===== src/hw/rtl/cts_pkg.sv =====
// Shared types, constants and helper functions for the clock time/date setter.
package cts_pkg;

  // Input word after unpacking from the stream.
  typedef struct packed {
    logic       op;
    logic       btn_mode;
    logic       btn_inc;
    logic       btn_dec;
    logic       btn_select;
    logic       btn_alarm_toggle;
    logic [4:0] rtc_hours;
    logic [5:0] rtc_minutes;
    logic [5:0] rtc_seconds;
    logic [3:0] rtc_month;
    logic [4:0] rtc_day;
    logic [6:0] rtc_year;
  } item_t;

  // Result word, one per input word.
  typedef struct packed {
    logic       alarm_enabled;
    logic [5:0] alarm_seconds;
    logic [5:0] alarm_minutes;
    logic [4:0] alarm_hours;
    logic [6:0] set_year;
    logic [4:0] set_day;
    logic [3:0] set_month;
    logic [5:0] set_seconds;
    logic [5:0] set_minutes;
    logic [4:0] set_hours;
    logic [2:0] sel_field;
    logic [1:0] cur_mode;
  } res_t;

  // Handshake between the input register and the step stage.
  typedef struct packed {
    logic valid;
    logic take;
  } hs_t;

  localparam int InDataW  = 40;
  localparam int OutDataW = 56;

  typedef enum logic [2:0] {
    MODE_DISPLAY = 3'b001,
    MODE_SET_CLK = 3'b010,
    MODE_SET_ALM = 3'b100
  } mode_t;

  localparam logic [1:0] CODE_DISPLAY = 2'd0;
  localparam logic [1:0] CODE_SET_CLK = 2'd1;
  localparam logic [1:0] CODE_SET_ALM = 2'd2;

  localparam logic [2:0] FLD_HOUR   = 3'd0;
  localparam logic [2:0] FLD_MINUTE = 3'd1;
  localparam logic [2:0] FLD_SECOND = 3'd2;
  localparam logic [2:0] FLD_MONTH  = 3'd3;
  localparam logic [2:0] FLD_DAY    = 3'd4;
  localparam logic [2:0] FLD_YEAR   = 3'd5;

  localparam logic [6:0] HOURS_MAX = 7'd23;
  localparam logic [6:0] MINSEC_MAX = 7'd59;
  localparam logic [6:0] MONTH_MAX = 7'd12;
  localparam logic [6:0] DAY_MAX   = 7'd31;
  localparam logic [6:0] YEAR_MAX  = 7'd99;
  localparam logic [6:0] VAL_ZERO  = 7'd0;
  localparam logic [6:0] VAL_ONE   = 7'd1;

  function automatic logic [1:0] mode_code(input mode_t m);
    logic [1:0] c;
    case (m)
      MODE_DISPLAY: c = CODE_DISPLAY;
      MODE_SET_CLK: c = CODE_SET_CLK;
      MODE_SET_ALM: c = CODE_SET_ALM;
      default:      c = CODE_DISPLAY;
    endcase
    return c;
  endfunction

  // Saturating step; increment wins over decrement.
  function automatic logic [6:0] adjust_val(input logic [6:0] v, input logic [6:0] lo,
                                            input logic [6:0] hi, input logic inc,
                                            input logic dec);
    logic [6:0] r;
    r = v;
    if (inc) begin
      if (v < hi) r = v + 7'd1;
    end else if (dec) begin
      if (v > lo) r = v - 7'd1;
    end
    return r;
  endfunction

  function automatic logic [6:0] clamp_val(input logic [6:0] v, input logic [6:0] lo,
                                           input logic [6:0] hi);
    logic [6:0] r;
    r = v;
    if (v < lo) r = lo;
    else if (v > hi) r = hi;
    return r;
  endfunction

endpackage


===== src/hw/rtl/cts_in_reg.sv =====
// Input register stage: unpacks and holds one input word.
module cts_in_reg
  import cts_pkg::*;
(
  input  logic                clk,
  input  logic                rst_n,
  input  logic                in_tvalid,
  output logic                in_tready,
  input  logic [InDataW-1:0]  in_tdata,
  input  logic                in_tuser,
  input  logic                take,
  output hs_t                 hs,
  output item_t               item
);

  logic  valid_r, valid_nxt;
  item_t item_r;
  logic  load;

  assign in_tready = !valid_r || take;
  assign load      = in_tvalid && in_tready;

  always_comb begin
    valid_nxt = valid_r;
    if (load) valid_nxt = 1'b1;
    else if (take) valid_nxt = 1'b0;
  end

  always_ff @(posedge clk) begin
    if (!rst_n) begin
      valid_r <= 1'b0;
    end else begin
      valid_r <= valid_nxt;
    end
  end

  always_ff @(posedge clk) begin
    if (load) begin
      item_r.op               <= in_tuser;
      item_r.btn_mode         <= in_tdata[0];
      item_r.btn_inc          <= in_tdata[1];
      item_r.btn_dec          <= in_tdata[2];
      item_r.btn_select       <= in_tdata[3];
      item_r.btn_alarm_toggle <= in_tdata[4];
      item_r.rtc_hours        <= in_tdata[9:5];
      item_r.rtc_minutes      <= in_tdata[15:10];
      item_r.rtc_seconds      <= in_tdata[21:16];
      item_r.rtc_month        <= in_tdata[25:22];
      item_r.rtc_day          <= in_tdata[30:26];
      item_r.rtc_year         <= in_tdata[37:31];
    end
  end

  assign hs.valid = valid_r;
  assign hs.take  = take;
  assign item     = item_r;

endmodule


===== src/hw/rtl/cts_step.sv =====
// Setter state registers, next-state logic and result valid flag.
module cts_step
  import cts_pkg::*;
(
  input  logic  clk,
  input  logic  rst_n,
  input  hs_t   hs,
  input  item_t item,
  output logic  take,
  output logic  out_valid,
  input  logic  out_ready,
  output res_t  res
);

  mode_t      mode_r, mode_nxt;
  logic [2:0] field_r, field_nxt;
  logic [4:0] hours_r, hours_nxt;
  logic [5:0] minutes_r, minutes_nxt;
  logic [5:0] seconds_r, seconds_nxt;
  logic [3:0] month_r, month_nxt;
  logic [4:0] day_r, day_nxt;
  logic [6:0] year_r, year_nxt;
  logic [4:0] ahours_r, ahours_nxt;
  logic [5:0] aminutes_r, aminutes_nxt;
  logic [5:0] aseconds_r, aseconds_nxt;
  logic       alarm_on_r, alarm_on_nxt;
  logic       out_valid_r, out_valid_nxt;
  logic       inc, dec;
  logic [2:0] next6, next3;

  // State doubles as the result register: it only moves once the last word is taken.
  assign take = hs.valid && (!out_valid_r || out_ready);
  assign inc  = item.btn_inc;
  assign dec  = item.btn_dec;

  always_comb begin
    case (field_r)
      3'd0:    begin next6 = 3'd1; next3 = 3'd1; end
      3'd1:    begin next6 = 3'd2; next3 = 3'd2; end
      3'd2:    begin next6 = 3'd3; next3 = 3'd0; end
      3'd3:    begin next6 = 3'd4; next3 = 3'd1; end
      3'd4:    begin next6 = 3'd5; next3 = 3'd2; end
      3'd5:    begin next6 = 3'd0; next3 = 3'd0; end
      3'd6:    begin next6 = 3'd1; next3 = 3'd1; end
      default: begin next6 = 3'd2; next3 = 3'd2; end
    endcase
  end

  always_comb begin
    mode_nxt     = mode_r;
    field_nxt    = field_r;
    hours_nxt    = hours_r;
    minutes_nxt  = minutes_r;
    seconds_nxt  = seconds_r;
    month_nxt    = month_r;
    day_nxt      = day_r;
    year_nxt     = year_r;
    ahours_nxt   = ahours_r;
    aminutes_nxt = aminutes_r;
    aseconds_nxt = aseconds_r;
    alarm_on_nxt = alarm_on_r;
    if (take) begin
      if (item.op) begin
        if (mode_r != MODE_SET_CLK && mode_r != MODE_SET_ALM) begin
          hours_nxt   = 5'(clamp_val({2'b0, item.rtc_hours}, VAL_ZERO, HOURS_MAX));
          minutes_nxt = 6'(clamp_val({1'b0, item.rtc_minutes}, VAL_ZERO, MINSEC_MAX));
          seconds_nxt = 6'(clamp_val({1'b0, item.rtc_seconds}, VAL_ZERO, MINSEC_MAX));
          month_nxt   = 4'(clamp_val({3'b0, item.rtc_month}, VAL_ONE, MONTH_MAX));
          day_nxt     = 5'(clamp_val({2'b0, item.rtc_day}, VAL_ONE, DAY_MAX));
          year_nxt    = clamp_val(item.rtc_year, VAL_ZERO, YEAR_MAX);
        end
      end else begin
        if (item.btn_mode) begin
          field_nxt = FLD_HOUR;
          case (mode_r)
            MODE_DISPLAY: mode_nxt = MODE_SET_CLK;
            MODE_SET_CLK: mode_nxt = MODE_SET_ALM;
            MODE_SET_ALM: mode_nxt = MODE_DISPLAY;
            default:      mode_nxt = MODE_SET_CLK;
          endcase
        end else begin
          case (mode_r)
            MODE_SET_CLK: begin
              case (field_r)
                FLD_HOUR:   hours_nxt = 5'(adjust_val({2'b0, hours_r}, VAL_ZERO,
                                                      HOURS_MAX, inc, dec));
                FLD_MINUTE: minutes_nxt = 6'(adjust_val({1'b0, minutes_r}, VAL_ZERO,
                                                        MINSEC_MAX, inc, dec));
                FLD_SECOND: seconds_nxt = 6'(adjust_val({1'b0, seconds_r}, VAL_ZERO,
                                                        MINSEC_MAX, inc, dec));
                FLD_MONTH:  month_nxt = 4'(adjust_val({3'b0, month_r}, VAL_ONE,
                                                      MONTH_MAX, inc, dec));
                FLD_DAY:    day_nxt = 5'(adjust_val({2'b0, day_r}, VAL_ONE,
                                                    DAY_MAX, inc, dec));
                FLD_YEAR:   year_nxt = adjust_val(year_r, VAL_ZERO, YEAR_MAX, inc, dec);
                default: ;
              endcase
              if (item.btn_select) field_nxt = next6;
            end
            MODE_SET_ALM: begin
              case (field_r)
                FLD_HOUR:   ahours_nxt = 5'(adjust_val({2'b0, ahours_r}, VAL_ZERO,
                                                       HOURS_MAX, inc, dec));
                FLD_MINUTE: aminutes_nxt = 6'(adjust_val({1'b0, aminutes_r}, VAL_ZERO,
                                                         MINSEC_MAX, inc, dec));
                FLD_SECOND: aseconds_nxt = 6'(adjust_val({1'b0, aseconds_r}, VAL_ZERO,
                                                         MINSEC_MAX, inc, dec));
                default: ;
              endcase
              if (item.btn_select) field_nxt = next3;
            end
            default: ;
          endcase
        end
        if (item.btn_alarm_toggle) alarm_on_nxt = !alarm_on_r;
      end
    end
  end

  always_comb begin
    out_valid_nxt = out_valid_r;
    if (take) out_valid_nxt = 1'b1;
    else if (out_ready) out_valid_nxt = 1'b0;
  end

  always_ff @(posedge clk) begin
    if (!rst_n) begin
      mode_r      <= MODE_DISPLAY;
      field_r     <= FLD_HOUR;
      hours_r     <= '0;
      minutes_r   <= '0;
      seconds_r   <= '0;
      month_r     <= 4'd1;
      day_r       <= 5'd1;
      year_r      <= '0;
      ahours_r    <= '0;
      aminutes_r  <= '0;
      aseconds_r  <= '0;
      alarm_on_r  <= 1'b0;
      out_valid_r <= 1'b0;
    end else begin
      mode_r      <= mode_nxt;
      field_r     <= field_nxt;
      hours_r     <= hours_nxt;
      minutes_r   <= minutes_nxt;
      seconds_r   <= seconds_nxt;
      month_r     <= month_nxt;
      day_r       <= day_nxt;
      year_r      <= year_nxt;
      ahours_r    <= ahours_nxt;
      aminutes_r  <= aminutes_nxt;
      aseconds_r  <= aseconds_nxt;
      alarm_on_r  <= alarm_on_nxt;
      out_valid_r <= out_valid_nxt;
    end
  end

  assign out_valid         = out_valid_r;
  assign res.cur_mode      = mode_code(mode_r);
  assign res.sel_field     = field_r;
  assign res.set_hours     = hours_r;
  assign res.set_minutes   = minutes_r;
  assign res.set_seconds   = seconds_r;
  assign res.set_month     = month_r;
  assign res.set_day       = day_r;
  assign res.set_year      = year_r;
  assign res.alarm_hours   = ahours_r;
  assign res.alarm_minutes = aminutes_r;
  assign res.alarm_seconds = aseconds_r;
  assign res.alarm_enabled = alarm_on_r;

endmodule


===== src/hw/rtl/clock_time_date_setter.sv =====
// Top level of the clock time/date/alarm setter.
// Takes one button-poll or refresh word per cycle unless the output stalls, and returns one
// result word per input word: the mode, field selector, set time/date, alarm time and alarm
// enable after that word. Sustained rate is one word per clock while out_tready is high; a word
// passes the input register, then the setter state register, which is also the result
// register. A word sits in the input register until the previous result has been taken, so a
// stalled output holds one result and one pending input before in_tready drops.
module clock_time_date_setter
  import cts_pkg::*;
(
  input  logic                clk,
  input  logic                rst_n,
  input  logic                in_tvalid,
  output logic                in_tready,
  // btn_mode, btn_inc, btn_dec, btn_select, btn_alarm_toggle, rtc_hours, rtc_minutes,
  // rtc_seconds, rtc_month, rtc_day, rtc_year, 2 zero bits
  input  logic [InDataW-1:0]  in_tdata,
  // op
  input  logic                in_tuser,
  output logic                out_tvalid,
  input  logic                out_tready,
  // cur_mode, sel_field, set_hours, set_minutes, set_seconds, set_month, set_day,
  // set_year, alarm_hours, alarm_minutes, alarm_seconds, alarm_enabled
  output logic [OutDataW-1:0] out_tdata
);

  hs_t   hs;
  item_t item;
  logic  take;
  res_t  res;

  cts_in_reg u_in_reg (
    .clk       (clk),
    .rst_n     (rst_n),
    .in_tvalid (in_tvalid),
    .in_tready (in_tready),
    .in_tdata  (in_tdata),
    .in_tuser  (in_tuser),
    .take      (take),
    .hs        (hs),
    .item      (item)
  );

  cts_step u_step (
    .clk       (clk),
    .rst_n     (rst_n),
    .hs        (hs),
    .item      (item),
    .take      (take),
    .out_valid (out_tvalid),
    .out_ready (out_tready),
    .res       (res)
  );

  assign out_tdata = res;

endmodule


===== config.mk =====
export PLATFORM = sky130hd
export DESIGN_NAME = clock_time_date_setter
export DESIGN_NICKNAME = d
export VERILOG_FILES = /design/src/hw/rtl/cts_pkg.sv /design/src/hw/rtl/cts_in_reg.sv /design/src/hw/rtl/cts_step.sv /design/src/hw/rtl/clock_time_date_setter.sv
export SDC_FILE = /design/constraint.sdc
export NUM_CORES = 1
export LEC_CHECK = 0
export CORE_MARGIN = 2
export CORE_UTILIZATION = 29
export CTS_CLUSTER_SIZE = 24
export DETAILED_ROUTE_END_ITERATION = 10
export DONT_BUFFER_PORTS = 1
export SLEW_MARGIN = 20
export SYNTH_ARGS = -nofsm -noshare
export SYNTH_HDL_FRONTEND = slang
export SYNTH_SLANG_ARGS = --single-unit

===== constraint.sdc =====
create_clock -name clk -period 4.25 [get_ports clk]
set_clock_uncertainty 0.05 [all_clocks]
set_input_delay 0.425 -clock clk [delete_from_list [all_inputs] [get_ports clk]]
set_output_delay 0.425 -clock clk [all_outputs]
set_load 0.01 [all_outputs]

; After elaboration in Yosys (flattened, before gate mapping)
; Index checks and enable logic that the tools add are counted.
[totals]
reg_bits = 98
latch_bits = 0
romBits = 0
in_bits = 45
mem_count = 0
wordCells = 226
ram_bits = 0
out_inout_bits = 58
[classes]
n_div = 0
n_bitwise = 2
eq_ne = 23
mux = 86
n_reduce_logical = 45
n_mul = 0
shift = 0
n_lt_le_gt_ge = 26
n_addsub = 18
[ops]
columns = operator, count
row1 = $mux 6, 28
row2 = $mux 5, 24
row3 = $mux 7, 11
row4 = $reduce_and 8->1, 9
row5 = $mux 4, 11
row6 = $reduce_bool 2->1, 13
row7 = $add 6x1->6 const B, 4
row8 = $gt 6x1->1 const B, 4
row9 = $lt 6x6->1 const B, 4
row10 = $reduce_bool 3->1, 8
row11 = $sub 6x1->6 const B, 4
row12 = $ne 3x1->1 const B, 6
row13 = $add 5x1->5 const B, 3
row14 = $gt 5x1->1 const B, 3
row15 = $lt 5x5->1 const B, 3
row16 = $pmux 3 s5, 1
row17 = $sub 5x1->5 const B, 3
row18 = $eq 3x3->1 const B, 4
row19 = $gt 6x6->1 const B, 2
row20 = $pmux 3 s2, 2
row21 = $ne 2x1->1 const B, 5
row22 = $eq 3x2->1 const B, 3
row23 = $mux 3, 3
row24 = $ne 3x3->1 const B, 3
row25 = other kinds (27), 39

; Depth between registers and ports, before layout
[depth]
ltp_word = 8
ltp_mapped = 8
ltp_nobuf = 7

; By module
; From an unflattened synthesis, not the netlist that was laid out.
[unflattened]
hier_cells = 602
area_unflattened_um2 = 5666.7
[modules_own_cells]
columns = module, area_each_um2, seq_area_each_um2, n_inst, cells_each
row1 = cts_step, 4423.0, 1161.1, 1, 556
row2 = cts_in_reg, 1243.7, 1191.1, 1, 46

; Least setup slack after synthesis
; Ideal clock, no wire load.
[synth_path]
kind = register -> register
from = reg u_in_reg.item_r (netlist bit u_in_reg.item[36])
to = reg u_step.aseconds_r[5]
required_time_ns = 4.128
period_less_slack_ns = 2.936
setup_slack_ns = 1.314
n_path_buf = 1
setup_ns = 0.072
stages_incl_launch_ff = 9
arrival_ns = 2.814
path_cell_list = edfxtp_1 clkbuf_1 inv_1 ha_1 a211o_1 a2111oi_0 a41oi_1 o2111ai_1 mux2i_1
[synth_between]
elab_chain_len = 2
elab_cells_between_ends = 5
cone_classes = 1 x eq/ne / 1 x mux / 3 x reduce/logical
[synth_rtl]
columns = item, line
row1 = start: declaration, cts_in_reg.sv:17  ; item_t item_r;
row2 = $ne 2x1->1 (no line) / $reduce_bool 2->1 (equally long branches), -
row3 = $reduce_and 8->1 (no line), -
row4 = end signal: assignment, cts_step.sv:152  ; aseconds_r <= aseconds_nxt;
row5 = end: declaration, cts_step.sv:25  ; logic [5:0] aseconds_r, aseconds_nxt;
; Several ways; a longest one is shown, not always the timed one.
; A chain may end at the register's enable or synchronous reset.

; Worst setup path in the final report
[layout_path]
from = reg u_step.field_r[1]
to = reg u_step.seconds_r[1]
[layout_between]
elab_chain_len = 3
[layout_rtl]
columns = item, line
row1 = start: declaration, cts_step.sv:16  ; logic [2:0] field_r, field_nxt;
row2 = start signal: assignment, cts_step.sv:143  ; field_r <= field_nxt;
row3 = $eq 3x2->1, cts_step.sv:84  ; case (field_r)
row4 = $reduce_bool 2->1 (no line), -
row5 = $reduce_and 8->1 (no line), -
row6 = end signal: assignment, cts_step.sv:146  ; seconds_r <= seconds_nxt;
row7 = end: declaration, cts_step.sv:19  ; logic [5:0] seconds_r, seconds_nxt;
; No other way between the ends.

==> impl_metrics.env <==
export IMPL_syn_to_final_growth_pct=9.98
export IMPL_die_h_um=145
export IMPL_postCtsSetupBuffers=0
export IMPL_synth_async_reset_ratio_pct=0
export IMPL_ys_seq_area_share_pct=40.7
export IMPL_cts_buffers=9
export IMPL_start_kind="flip-flop"
export IMPL_startpoint="u_step.field_r[1]$_SDFFE_PN0P_"
export IMPL_r2r_end="u_step.seconds_r[1]$_SDFFE_PN0P_"
export IMPL_die_area_um2=21100
export IMPL_cts_htree_levels=3
export IMPL_cts_resized=0
export IMPL_drt_iter0_markers=232
export IMPL_syn_avg_cell_area_um2=9.63
export IMPL_syn_area_um2=5780
export IMPL_core_um2=19500
export IMPL_endpoint_kind="flip-flop"
export IMPL_clkTransAtPathRegs_ps=70
export IMPL_vias_per_cell=5.25
export IMPL_syn_inst=600
export IMPL_antenna_left=0
export IMPL_grt_use_total_pct=13.9
export IMPL_layout_nets=677
export IMPL_layout_worst_path_cycle_share_pct=64.1
export IMPL_slew_violations=0
export IMPL_grt_max_degree=40
export IMPL_fin_crit_ps=2730
export IMPL_status="completed"
export IMPL_ys_warn_count=0
export IMPL_grt_antenna_before_repair=3
export IMPL_drive_gt1_share_pct=6.70
export IMPL_hp_class="input pin to flip-flop"
export IMPL_drc=0
export IMPL_wirelength_mm=14.6
export IMPL_clock_latency_ps=350
export IMPL_path_max_fanout=11
export IMPL_synth_ff_type="dfxtp_1"
export IMPL_synthTopCellsByArea="dfxtp_1 (20%), edfxtp_1 (20%), ha_1 (7.1%)"
export IMPL_cts_buffer_depth=2
export IMPL_syn_nets=685
export IMPL_rrSetupSlack_ps=1520
export IMPL_leakagePower_nw=2.36
export IMPL_io_buffers=0
export IMPL_ir_drop_uv=183
export IMPL_min_delay_path_depth=1
export IMPL_place_gp_congestion=0.814
export IMPL_finalSetupTns_ps=0
export IMPL_place_area_um2=6050
export IMPL_placed_cells=846
export IMPL_dp_hpwl_mm=10.4
export IMPL_required_ps=4460
export IMPL_via_count=4542
export IMPL_ys_types=72
export IMPL_hold_ws_ps=99.5
export IMPL_maxCapViolations=0
export IMPL_synth_top_area_share_pct=20.4
export IMPL_ys_ff_latch=98
export IMPL_firstDrtPassIters=5
export IMPL_ios=103
export IMPL_setup_viol=0
export IMPL_clock_root_buffer="clkbuf_16"
export IMPL_crit_arrival_ps=2930
export IMPL_initial_core_util_pct=29.6
export IMPL_grt_setup_unrepaired="false"
export IMPL_cts_sinks=98
export IMPL_grt_pass1_wl_mm=23.2
export IMPL_cts_hold_buf=0
export IMPL_yosys_area_top_type="dfxtp_1"
export IMPL_worst_r2r_cell_count=5
export IMPL_powerDensity_nw_per_um2=329
export IMPL_num_rows=51
export IMPL_fin_area_um2=6360
export IMPL_finalHoldViolations=0
export IMPL_final_cells=865
export IMPL_die_w_um=145
export IMPL_grt_ovfl_total=0
export IMPL_r2r_start="u_step.field_r[1]$_SDFFE_PN0P_"
export IMPL_max_freq_mhz=367
export IMPL_hold_path_end="u_step.mode_r[0]$_SDFFE_PN1P_"
export IMPL_tightest_slew_ps=1030
export IMPL_slew_headroom_pct=31.2
export IMPL_cts_tree="done"
export IMPL_grt_pass1_vias=4214
export IMPL_wl_per_cell_um=16.9
export IMPL_synth_edf_count=39
export IMPL_critical_path_class="flip-flop to flip-flop"
export IMPL_hp_start="rst_n"
[area by class of cell]
| cell class | count | area [um^2] |
|---|---|---|
| diodes | 3 | 7.51 |
| clock buffers | 10 | 229 |
| clock inverters | 6 | 65.1 |
| fillers | 2013 | 13200 |
| inverters | 16 | 60.1 |
| multi-input cells | 459 | 3250 |
| flip-flops and latches | 98 | 2350 |
| well taps | 265 | 332 |
| repair buffers | 8 | 60.1 |
[synthesized netlist by cell type, drive strengths merged (3+ instances only)]
master / count
dfxtp: 59
nor2: 58
nand2: 41
a21oi: 40
edfxtp: 39
ha: 33
o21ai: 29
clkbuf: 20
mux2i: 20
xnor2: 18
a211oi: 17
inv: 15
nand3: 15
a21o: 12
nand2b: 11
nor3: 11
xor2: 10
nand4: 9
nor3b: 9
o31ai: 9
or4: 9
a31oi: 8
o211ai: 8
buf: 7
fa: 7
nor2b: 7
o311ai: 6
a311oi: 5
a31o: 5
nor4: 5
or3: 5
a211o: 4
and2: 4
o22ai: 4
a221oi: 3
a2bb2oi: 3
nor4b: 3
o211a: 3
o21a: 3
o221ai: 3
o41ai: 3
[metrics by stage]
| stage | worst slack [ps] | util, % | power (mW) |
|---|---|---|---|
| 2_1_floorplan | 1310 | - | 1.24 |
| 3_3_place_gp | 1590 | 31.0 | 1.28 |
| 3_5_place_dp | 1570 | 31.0 | 1.29 |
| 4_1_cts | 1540 | 32.5 | 2.13 |
| 5_1_grt | 1330 | 32.5 | 2.20 |
| 6_report | 1520 | 32.6 | 2.09 |
[worst max path at each step]
| stage | to | cells after the start |
|---|---|---|
| finish | u_step.seconds_r[1]$_SDFFE_PN0P_ | 5 |
| global route | u_step.seconds_r[5]$_SDFFE_PN0P_ | 8 |
| CTS | u_step.ahours_r[4]$_SDFFE_PN0P_ | 8 |
| detailed placement | u_step.ahours_r[4]$_SDFFE_PN0P_ | 8 |
| global placement | u_step.ahours_r[4]$_SDFFE_PN0P_ | 8 |
| floorplan | u_step.aseconds_r[5]$_SDFFE_PN0P_ | 8 |
[cell usage in the layout (no fill, tap or decap), types with 8 or more instances in the layout]
cell type,n
xor2_1,10
nand2b_1,11
xnor2_1,18
clkbuf_16,9
o211ai_1,8
inv_1,15
mux2i_1,20
buf_4,8
a31oi_1,8
dfxtp_1,59
nand3_1,15
a21o_1,12
a21oi_1,40
nand4_1,8
o21ai_0,28
or4_1,9
nor2_1,58
nand2_1,41
ha_1,33
nor3_1,9
edfxtp_1,39
o31ai_1,8
a211oi_1,16
[cells by family (layout without fill, tap and decap cells)]
family | Yosys count | after routing | synth area share, %
AOI/OAI and AO/OA | 177 | 177 | 21.1
xor gates and xnor gates | 28 | 28 | 4.24
adders and majority gates | 40 | 40 | 9.57
buffers and inverters | 43 | 40 | 3.07
DFF | 98 | 98 | 40.7
muxes | 20 | 20 | 3.46
other | 0 | 3 | 0
and+or+nand+nor | 194 | 194 | 17.8
[critical path: stages (launching register included)]
cell	delay, ps
dfxtp_1	610
nor3b_1	710
o22ai_1	190
a211oi_2	650
o221ai_1	240
a21oi_1	180
[sequential cells by signal, summed over array words and instances, names as in the netlist]
signal and cells:
u_step.month_r 4, u_step.alarm_on_r 1, u_step.year_r 7, u_step.minutes_r 6
u_step.seconds_r 6, u_step.aseconds_r 6, u_in_reg.item 39, u_step.mode_r 3
u_step.out_valid 1, u_in_reg.valid_r 1, u_step.day_r 5, u_step.ahours_r 5
u_step.field_r 3, u_step.hours_r 5, u_step.aminutes_r 6
[where the power goes]
| part | internal, mW | switching, mW |
|---|---|---|
| Combinational | 0.0847 | 0.126 |
| Clock | 0.457 | 0.370 |
| Sequential | 1.01 | 0.0397 |
[per-layer routing]
layer  up-vias  GRT usage [%]  routed length (um)
li1       2273              -                   -
met1      2124           17.5                6590
met2       127           22.7                6720
met3        18           4.72                1060
met4         0           3.97                 211
met5         -              0                   0
(Power assumes the default switching activity.)
